$ cat config.mk
export PLATFORM = sky130hd
export DESIGN_NAME = csv_field_splitter_core
export DESIGN_NICKNAME = d
export VERILOG_FILES = /design/src/design/csvfs_pkg.sv /design/src/design/csv_field_splitter_core.sv /design/src/design/csvfs_in_stage.sv /design/src/design/csvfs_parser.sv /design/src/design/csvfs_out_stage.sv
export SDC_FILE = /design/constraint.sdc
export NUM_CORES = 1
export LEC_CHECK = 0
export ABC_AREA = 0
export BUFFER_PORTS_ARGS = -buffer_cell sky130_fd_sc_hd__buf_2
export CORE_MARGIN = 4
export CORE_UTILIZATION = 57
export CTS_BUF_LIST = sky130_fd_sc_hd__clkbuf_2 sky130_fd_sc_hd__clkbuf_4 sky130_fd_sc_hd__clkbuf_8
export DETAILED_ROUTE_END_ITERATION = 10
export PLACE_DENSITY = 0.79
export SLEW_MARGIN = 20
export SYNTH_ARGS = -nofsm -noshare
export SYNTH_HDL_FRONTEND = slang
export SYNTH_SLANG_ARGS = --single-unit
$ cat constraint.sdc
create_clock -name aclk -period 4.8 [get_ports aclk]
set_clock_uncertainty 0.05 [all_clocks]
set_input_delay 1.2 -clock aclk [delete_from_list [all_inputs] [get_ports aclk]]
set_output_delay 1.2 -clock aclk [all_outputs]
set_load 0.02 [all_outputs]
$ cat src/design/csvfs_pkg.sv
// ----------------------------------------------------------------------------
// csvfs_pkg
// Shared types and constants for the CSV field splitter: widths, character
// codes, the accepted input beat and the field descriptor.
// ----------------------------------------------------------------------------
package csvfs_pkg;

    localparam int MaxLineLen = 2048;
    localparam int MaxFields  = 64;

    localparam int ByteW  = 8;
    localparam int PosW   = $clog2(MaxLineLen + 1);
    localparam int CntW   = $clog2(MaxFields + 1);
    localparam int LimitW = 7;
    localparam int IdxW   = 6;
    localparam int StartW = 11;
    localparam int LenW   = 12;
    localparam int DataW  = 32;

    localparam logic [LimitW-1:0] LimitReset = LimitW'(50);

    localparam logic [ByteW-1:0] QUOTE_CH = 8'h22;
    localparam logic [ByteW-1:0] COMMA_CH = 8'h2C;
    localparam logic [ByteW-1:0] LF_CH    = 8'h0A;
    localparam logic [ByteW-1:0] CR_CH    = 8'h0D;

    typedef struct packed {
        logic [ByteW-1:0] line_byte;
        logic             end_of_line;
    } in_beat_t;

    typedef struct packed {
        logic              line_overflow;
        logic              last_field;
        logic [LenW-1:0]   field_length;
        logic [StartW-1:0] field_start;
        logic [IdxW-1:0]   field_index;
    } desc_t;

endpackage

$ cat src/design/csv_field_splitter_core.sv
// ----------------------------------------------------------------------------
// csv_field_splitter_core
// Splits a stream of CSV line bytes into field descriptors (index, start,
// length, last flag, overflow flag).
//
//   channel | dir | handshake           | payload
//   s_      | in  | s_tvalid / s_tready | s_tdata byte, s_tlast end of line
//   m_      | out | m_tvalid / m_tready | m_tdata descriptor, m_tlast, m_tuser
//   cfg_    | in  | cfg_valid/cfg_ready | cfg_data field limit
//
// One byte beat per clock while the result register can load; a beat waits in
// the input register, and its descriptor is loaded into the result register as
// the parser takes the beat.
// aresetn clears the line state, both stage valids, and sets the limit to 50.
// A stalled result beat holds; the input register still takes one more beat.
// ----------------------------------------------------------------------------
module csv_field_splitter_core (
    input  logic                         aclk,
    input  logic                         aresetn,
    input  logic                         s_tvalid,
    output logic                         s_tready,
    input  logic [7:0]                   s_tdata,   // [7:0] line_byte
    input  logic                         s_tlast,
    output logic                         m_tvalid,
    input  logic                         m_tready,
    output logic [csvfs_pkg::DataW-1:0]  m_tdata,   // [5:0] field_index,
                                                    // [16:6] field_start,
                                                    // [28:17] field_length
    output logic                         m_tlast,
    output logic                         m_tuser,   // [0] line_overflow
    input  logic                         cfg_valid,
    output logic                         cfg_ready,
    input  logic [csvfs_pkg::LimitW-1:0] cfg_data
);
    import csvfs_pkg::*;

    logic [LimitW-1:0] field_limit_reg;
    in_beat_t          s_beat;
    in_beat_t          beat;
    logic              beat_valid;
    logic              can_load;
    logic              step;
    logic              res_valid;
    desc_t             res;
    desc_t             m_desc;

    assign cfg_ready = 1'b1;

    always_ff @(posedge aclk) begin
        if (!aresetn) begin
            field_limit_reg <= LimitReset;
        end else if (cfg_valid && cfg_ready) begin
            field_limit_reg <= cfg_data;
        end
    end

    assign s_beat.line_byte   = s_tdata;
    assign s_beat.end_of_line = s_tlast;
    assign step               = beat_valid && can_load;

    csvfs_in_stage u_in (
        .aclk       (aclk),
        .aresetn    (aresetn),
        .s_tvalid   (s_tvalid),
        .s_tready   (s_tready),
        .s_beat     (s_beat),
        .pull       (step),
        .beat_valid (beat_valid),
        .beat       (beat)
    );

    csvfs_parser u_parser (
        .aclk        (aclk),
        .aresetn     (aresetn),
        .step        (step),
        .beat        (beat),
        .field_limit (field_limit_reg),
        .res_valid   (res_valid),
        .res         (res)
    );

    csvfs_out_stage u_out (
        .aclk     (aclk),
        .aresetn  (aresetn),
        .load     (step && res_valid),
        .desc     (res),
        .can_load (can_load),
        .m_tvalid (m_tvalid),
        .m_tready (m_tready),
        .m_desc   (m_desc)
    );

    assign m_tdata = {(DataW - IdxW - StartW - LenW)'(0),
                      m_desc.field_length, m_desc.field_start, m_desc.field_index};
    assign m_tlast = m_desc.last_field;
    assign m_tuser = m_desc.line_overflow;

endmodule

$ cat src/design/csvfs_in_stage.sv
// ----------------------------------------------------------------------------
// csvfs_in_stage
// Input register: holds one byte beat until the parser takes it.
// ----------------------------------------------------------------------------
module csvfs_in_stage (
    input  logic                aclk,
    input  logic                aresetn,
    input  logic                s_tvalid,
    output logic                s_tready,
    input  csvfs_pkg::in_beat_t s_beat,
    input  logic                pull,
    output logic                beat_valid,
    output csvfs_pkg::in_beat_t beat
);
    import csvfs_pkg::*;

    logic     valid_reg;
    logic     valid_next;
    in_beat_t beat_reg;

    assign s_tready   = !valid_reg || pull;
    assign beat_valid = valid_reg;
    assign beat       = beat_reg;

    always_comb begin
        if (s_tvalid && s_tready) begin
            valid_next = 1'b1;
        end else if (pull) begin
            valid_next = 1'b0;
        end else begin
            valid_next = valid_reg;
        end
    end

    always_ff @(posedge aclk) begin
        if (!aresetn) begin
            valid_reg <= 1'b0;
        end else begin
            valid_reg <= valid_next;
        end
    end

    always_ff @(posedge aclk) begin
        if (s_tvalid && s_tready) begin
            beat_reg <= s_beat;
        end
    end

endmodule

$ cat src/design/csvfs_parser.sv
// ----------------------------------------------------------------------------
// csvfs_parser
// Line state and field decode: tracks quotes, offsets and the last two bytes,
// and forms a descriptor when a comma or the end of the line closes a field.
// ----------------------------------------------------------------------------
module csvfs_parser (
    input  logic                          aclk,
    input  logic                          aresetn,
    input  logic                          step,
    input  csvfs_pkg::in_beat_t           beat,
    input  logic [csvfs_pkg::LimitW-1:0]  field_limit,
    output logic                          res_valid,
    output csvfs_pkg::desc_t              res
);
    import csvfs_pkg::*;

    logic             quoted_reg,   quoted_next;
    logic [PosW-1:0]  pos_reg,      pos_next;
    logic [PosW-1:0]  fstart_reg,   fstart_next;
    logic [CntW-1:0]  emitted_reg,  emitted_next;
    logic             swq_reg,      swq_next;
    logic [ByteW-1:0] prev_reg,     prev_next;
    logic [ByteW-1:0] prev2_reg,    prev2_next;
    logic             overflow_reg, overflow_next;

    logic [ByteW-1:0] c;
    logic [LimitW-1:0] lim;
    logic             active;
    logic             kept;
    logic             swq;
    logic             is_quote;
    logic             comma_hit;
    logic             eol_hit;
    logic             is_nl;
    logic             cr_pair;
    logic [PosW-1:0]  len_kept0;
    logic [PosW-1:0]  len_kept1;
    logic [PosW-1:0]  len_kept2;
    logic [ByteW-1:0] tail_kept1;
    logic [ByteW-1:0] tail_kept2;
    logic [PosW-1:0]  len_sel;
    logic [ByteW-1:0] tail_sel;
    logic             strip;
    logic [PosW-1:0]  start_adj;
    logic [PosW-1:0]  len_adj;

    always_comb begin
        c        = beat.line_byte;
        lim      = (field_limit > LimitW'(MaxFields)) ? LimitW'(MaxFields) : field_limit;
        active   = CntW'(emitted_reg) < CntW'(lim);
        kept     = pos_reg < PosW'(MaxLineLen);
        is_quote = (c == QUOTE_CH);
        swq      = (kept && pos_reg == fstart_reg) ? is_quote : swq_reg;

        comma_hit = active && kept && (c == COMMA_CH) && !quoted_reg;
        eol_hit   = active && beat.end_of_line && !comma_hit;

        // trim one LF or CR, then a CR before it
        len_kept0  = pos_reg + PosW'(1) - fstart_reg;
        is_nl      = (c == LF_CH) || (c == CR_CH);
        len_kept1  = is_nl ? len_kept0 - PosW'(1) : len_kept0;
        tail_kept1 = is_nl ? prev_reg : c;
        cr_pair    = is_nl && (len_kept1 != '0) && (prev_reg == CR_CH);
        len_kept2  = cr_pair ? len_kept1 - PosW'(1) : len_kept1;
        tail_kept2 = cr_pair ? prev2_reg : tail_kept1;

        if (comma_hit) begin
            len_sel  = pos_reg - fstart_reg;
            tail_sel = prev_reg;
        end else if (kept) begin
            len_sel  = len_kept2;
            tail_sel = tail_kept2;
        end else begin
            len_sel  = (pos_reg > fstart_reg) ? pos_reg - fstart_reg : '0;
            tail_sel = prev_reg;
        end

        strip     = (len_sel >= PosW'(2)) && swq && (tail_sel == QUOTE_CH);
        start_adj = strip ? fstart_reg + PosW'(1) : fstart_reg;
        len_adj   = strip ? len_sel - PosW'(2) : len_sel;

        res_valid         = comma_hit || eol_hit;
        res.field_index   = emitted_reg[IdxW-1:0];
        res.field_start   = (start_adj > PosW'((1 << StartW) - 1)) ?
                            StartW'((1 << StartW) - 1) : start_adj[StartW-1:0];
        res.field_length  = LenW'(len_adj);
        res.last_field    = comma_hit ?
                            (beat.end_of_line ||
                             (emitted_reg + CntW'(1) >= CntW'(lim))) : 1'b1;
        res.line_overflow = overflow_reg || !kept;
    end

    always_comb begin
        quoted_next   = quoted_reg;
        pos_next      = pos_reg;
        fstart_next   = fstart_reg;
        emitted_next  = emitted_reg;
        swq_next      = swq_reg;
        prev_next     = prev_reg;
        prev2_next    = prev2_reg;
        overflow_next = overflow_reg;
        if (beat.end_of_line) begin
            quoted_next   = 1'b0;
            pos_next      = '0;
            fstart_next   = '0;
            emitted_next  = '0;
            swq_next      = 1'b0;
            prev_next     = '0;
            prev2_next    = '0;
            overflow_next = 1'b0;
        end else if (active) begin
            if (!kept) begin
                overflow_next = 1'b1;
            end else begin
                swq_next    = swq;
                quoted_next = quoted_reg ^ is_quote;
                if (comma_hit) begin
                    emitted_next = emitted_reg + CntW'(1);
                    fstart_next  = pos_reg + PosW'(1);
                    swq_next     = 1'b0;
                end
                prev2_next = prev_reg;
                prev_next  = c;
                pos_next   = pos_reg + PosW'(1);
            end
        end
    end

    always_ff @(posedge aclk) begin
        if (!aresetn) begin
            quoted_reg   <= 1'b0;
            pos_reg      <= '0;
            fstart_reg   <= '0;
            emitted_reg  <= '0;
            swq_reg      <= 1'b0;
            prev_reg     <= '0;
            prev2_reg    <= '0;
            overflow_reg <= 1'b0;
        end else if (step) begin
            quoted_reg   <= quoted_next;
            pos_reg      <= pos_next;
            fstart_reg   <= fstart_next;
            emitted_reg  <= emitted_next;
            swq_reg      <= swq_next;
            prev_reg     <= prev_next;
            prev2_reg    <= prev2_next;
            overflow_reg <= overflow_next;
        end
    end

endmodule

$ cat src/design/csvfs_out_stage.sv
// ----------------------------------------------------------------------------
// csvfs_out_stage
// Result register: holds one field descriptor until the sink takes the beat.
// ----------------------------------------------------------------------------
module csvfs_out_stage (
    input  logic             aclk,
    input  logic             aresetn,
    input  logic             load,
    input  csvfs_pkg::desc_t desc,
    output logic             can_load,
    output logic             m_tvalid,
    input  logic             m_tready,
    output csvfs_pkg::desc_t m_desc
);
    import csvfs_pkg::*;

    logic  valid_reg;
    logic  valid_next;
    desc_t desc_reg;

    assign can_load = !valid_reg || m_tready;
    assign m_tvalid = valid_reg;
    assign m_desc   = desc_reg;

    always_comb begin
        if (load) begin
            valid_next = 1'b1;
        end else if (m_tready) begin
            valid_next = 1'b0;
        end else begin
            valid_next = valid_reg;
        end
    end

    always_ff @(posedge aclk) begin
        if (!aresetn) begin
            valid_reg <= 1'b0;
        end else begin
            valid_reg <= valid_next;
        end
    end

    always_ff @(posedge aclk) begin
        if (load) begin
            desc_reg <= desc;
        end
    end

endmodule

==> metrics.csv <==
metric,value,unit
grt_pass1_wl,30.1,mm
min_path_cells,2,
cp-end-kind,flop,
clockRootBuffer,clkbuf_8,
fmax,210,MHz
hp-class,reg -> reg,
syn2layout_area_growth,20.7,%
r2r_end,u_out.m_desc[10]$_SDFFCE_PN1P_,
grt_max_degree,58,
initialDrtViolationCount,503,
nets,1026,
ant_nets,0,
maxSlewHeadroom,0.309,
p_comb_frac,0.189,
reg2reg_depth,18,
synth_xor_xnor_area_share,0.0645,
wirelength,18.8,mm
power.internal,1.24,mW
p_sw,0.505,mW
syn_area,7190,µm²
ys_seq_area_frac,0.331,
antenna_found_initial,0,
die_area,14500,µm²
cp_data_required_time,5000,ps
cts_num_sinks,99,
period_share,0.991,
h-tree-depth,3,
layout.cells.most_common_list,"nand2_1 (106), buf_4 (84), dfxtp_1 (54)",
ys_warn_count,0,
wire_per_inst,16.6,µm
synth_top_family_by_area,simple AND/OR/NAND/NOR gates,
setup.worst_path.class,reg -> reg,
rsz0062_at_grt,yes,
regToRegSetupSlack,50,ps
gp_congestion,0.925,
hold_viol_final,0,
num_rows,40,
status,"complete, no violations",
min_from,u_parser.prev2_reg[6]$_SDFFE_PN0P_,
p_sw_frac,0.289,
cts_tree,yes,
die_height,120,µm
vias_per_cell,5.93,
ys_types,75,
cts_buffers,9,
pwr-share-clk,0.291,
syn-mean-instance-area,8.47,µm²
power,1.74,mW
yosys.area_share.simple,0.264,
p_leak,3.45,nW
cts_buffer_depth,2,
seqPwrFrac,0.521,
grtUsageTotal,0.254,
path_max_fanout,19,
portBuffers,53,
powerDensity,201,nW/µm²
io_pins,58,
async_flop_share,0,
critPathLaunchType,flop,
report.final.setup_viol,0,
coreArea,12200,µm²
synthCells,849,
hold_ws,419,ps
largest_register_ffs,31,
whs_endpoint,u_parser.prev2_reg[6]$_SDFFE_PN0P_,
synth_edf_count,40,
diodes,0,
clk_latency,400,ps
fin_crit,4750,ps
initial_core_util,0.592,
die_x,120,µm
worst_slew_pin_slew,1030,ps
vias,6715,
cap_violations,0,
synthAdderAreaFrac,0.0821,
firstDrtPassIters,7,
grt_pass1_vias,6271,
rr_startpoint,u_parser.pos_reg[0]$_SDFFE_PN0P_,
synth_seq_cells,99,
arrival,4950,ps
peakVddDrop,0.237,mV
synth-compound-area-share,0.186,
synth_mux_area_frac,0.0216,
clk_pin_slew_worst_paths,110,ps
grt_overflow,0,
final_common_cell,nand2_1,
drive_above_1_share,0.235,
hpwlAfterDp,14.1,mm
synthFlopType,dfxtp_1,
drv_slew,0,
post-route-drc-count,0,
[per-stage QoR]
stage	TNS [ps]	utilization	setup WS, ps	area [µm²]	cells
after detailed placement	-816	0.665	-156	8080	1107
after CTS	0	0.683	9.64	8310	1123
final	0	0.714	45.4	8680	1132
after global routing	-1170	0.714	-152	8680	1132
after global placement	-417	0.665	-88.0	8080	1107
after floorplan	0	-	17.4	7220	851
[worst max path at each step]
stage	end	from	slack [ps]	depth (start not counted)
finish	u_out.m_desc[10]$_SDFFCE_PN1P_	u_parser.pos_reg[0]$_SDFFE_PN0P_	50	18
global route	u_out.m_desc[10]$_SDFFCE_PN1P_	u_parser.pos_reg[2]$_SDFFE_PN0P_	-150	19
CTS	u_out.m_desc[10]$_SDFFCE_PN1P_	u_parser.pos_reg[0]$_SDFFE_PN0P_	10	17
detailed placement	u_out.m_desc[10]$_SDFFCE_PN1P_	u_parser.pos_reg[3]$_SDFFE_PN0P_	-160	19
global placement	u_out.m_desc[10]$_SDFFCE_PN1P_	u_parser.pos_reg[2]$_SDFFE_PN0P_	-90	19
floorplan	u_out.m_desc[20]$_DFFE_PP_	u_parser.pos_reg[1]$_SDFFE_PN0P_	20	21
[cell type report]
class	instances	area, µm²
multi-input combinational	675	4830
fill	981	3480
sequential	99	2390
timing repair buffer	140	947
tap	168	210
clock buffer	11	145
inverter	34	128
clock inverter	5	28.8
[synth_stat cells (all sizes together) (5+ instances only)]
master | number | area, µm²
or3 | 18 | 118
ha | 44 | 551
and2 | 21 | 131
nor2b | 22 | 138
o211ai | 5 | 47.5
inv | 34 | 128
nand3b | 6 | 45.0
o21a | 8 | 60.1
nor3 | 21 | 110
nor2 | 40 | 153
dfxtp | 59 | 1180
edfxtp | 40 | 1200
nand3 | 39 | 195
a311oi | 5 | 43.8
nand2 | 107 | 402
a31oi | 8 | 50.1
and3 | 15 | 93.8
a21oi | 36 | 184
nor3b | 7 | 57.6
xnor2 | 36 | 315
a21boi | 37 | 278
a21o | 12 | 90.1
nand2b | 8 | 50.1
xor2 | 17 | 149
o21ai | 39 | 199
clkbuf | 33 | 125
nor4b | 5 | 43.8
nand4 | 27 | 169
mux2i | 14 | 140
a211oi | 7 | 52.6
buf | 12 | 104
nand4b | 5 | 43.8
[per-layer routing]
layer  up-vias  track usage  wire (µm)
li1       3311            -          -
met1      3113        0.334       8170
met2       247        0.434       8840
met3        44       0.0393       1280
met4         0       0.0758        519
met5         -            0          0
[critical path, stage by stage, from the launching register on]
cell and delay, ps:
dfxtp_4 380, buf_4 140, ha_1 190, fa_2 560, ha_1 150, nand3b_1 120, or3_4 420, nor3_4 250
and4_1 240, o21ai_2 110, buf_4 160, a21oi_4 270, a31oi_4 120, o31a_1 260, and4bb_1 220, and4_4 200
buf_12 150, or4_4 500, nand4_1 100
[cells by family (layout without fill, tap and decap cells)]
kind of cell	Yosys count	count (layout)
flip-flops	99	99
multiplexers	15	15
other	2	4
AND/OR/NAND/NOR	360	361
XOR/XNOR	53	53
AO/OA/AOI/OAI	195	196
buffers and inverters	79	190
adder cells (fa/ha/maj)	46	46
[timing repair]
action,in CTS,in global routing
gates resized for setup,12,61
endpoints found under the setup margin,18,22
pin swaps,0,20
hold buffers,0,0
cloned,0,2
setup buffers,0,7
[power by group through the flow]
stage | combinational (mW) | sequential [mW] | clock, mW
CTS | 0.290 | 0.909 | 0.508
global route | 0.359 | 0.912 | 0.550
floorplan | 0.196 | 0.936 | 0
finish | 0.329 | 0.908 | 0.507
global placement | 0.281 | 0.927 | 0
detailed placement | 0.285 | 0.928 | 0
Note: power is estimated with default switching activity, not from simulation.
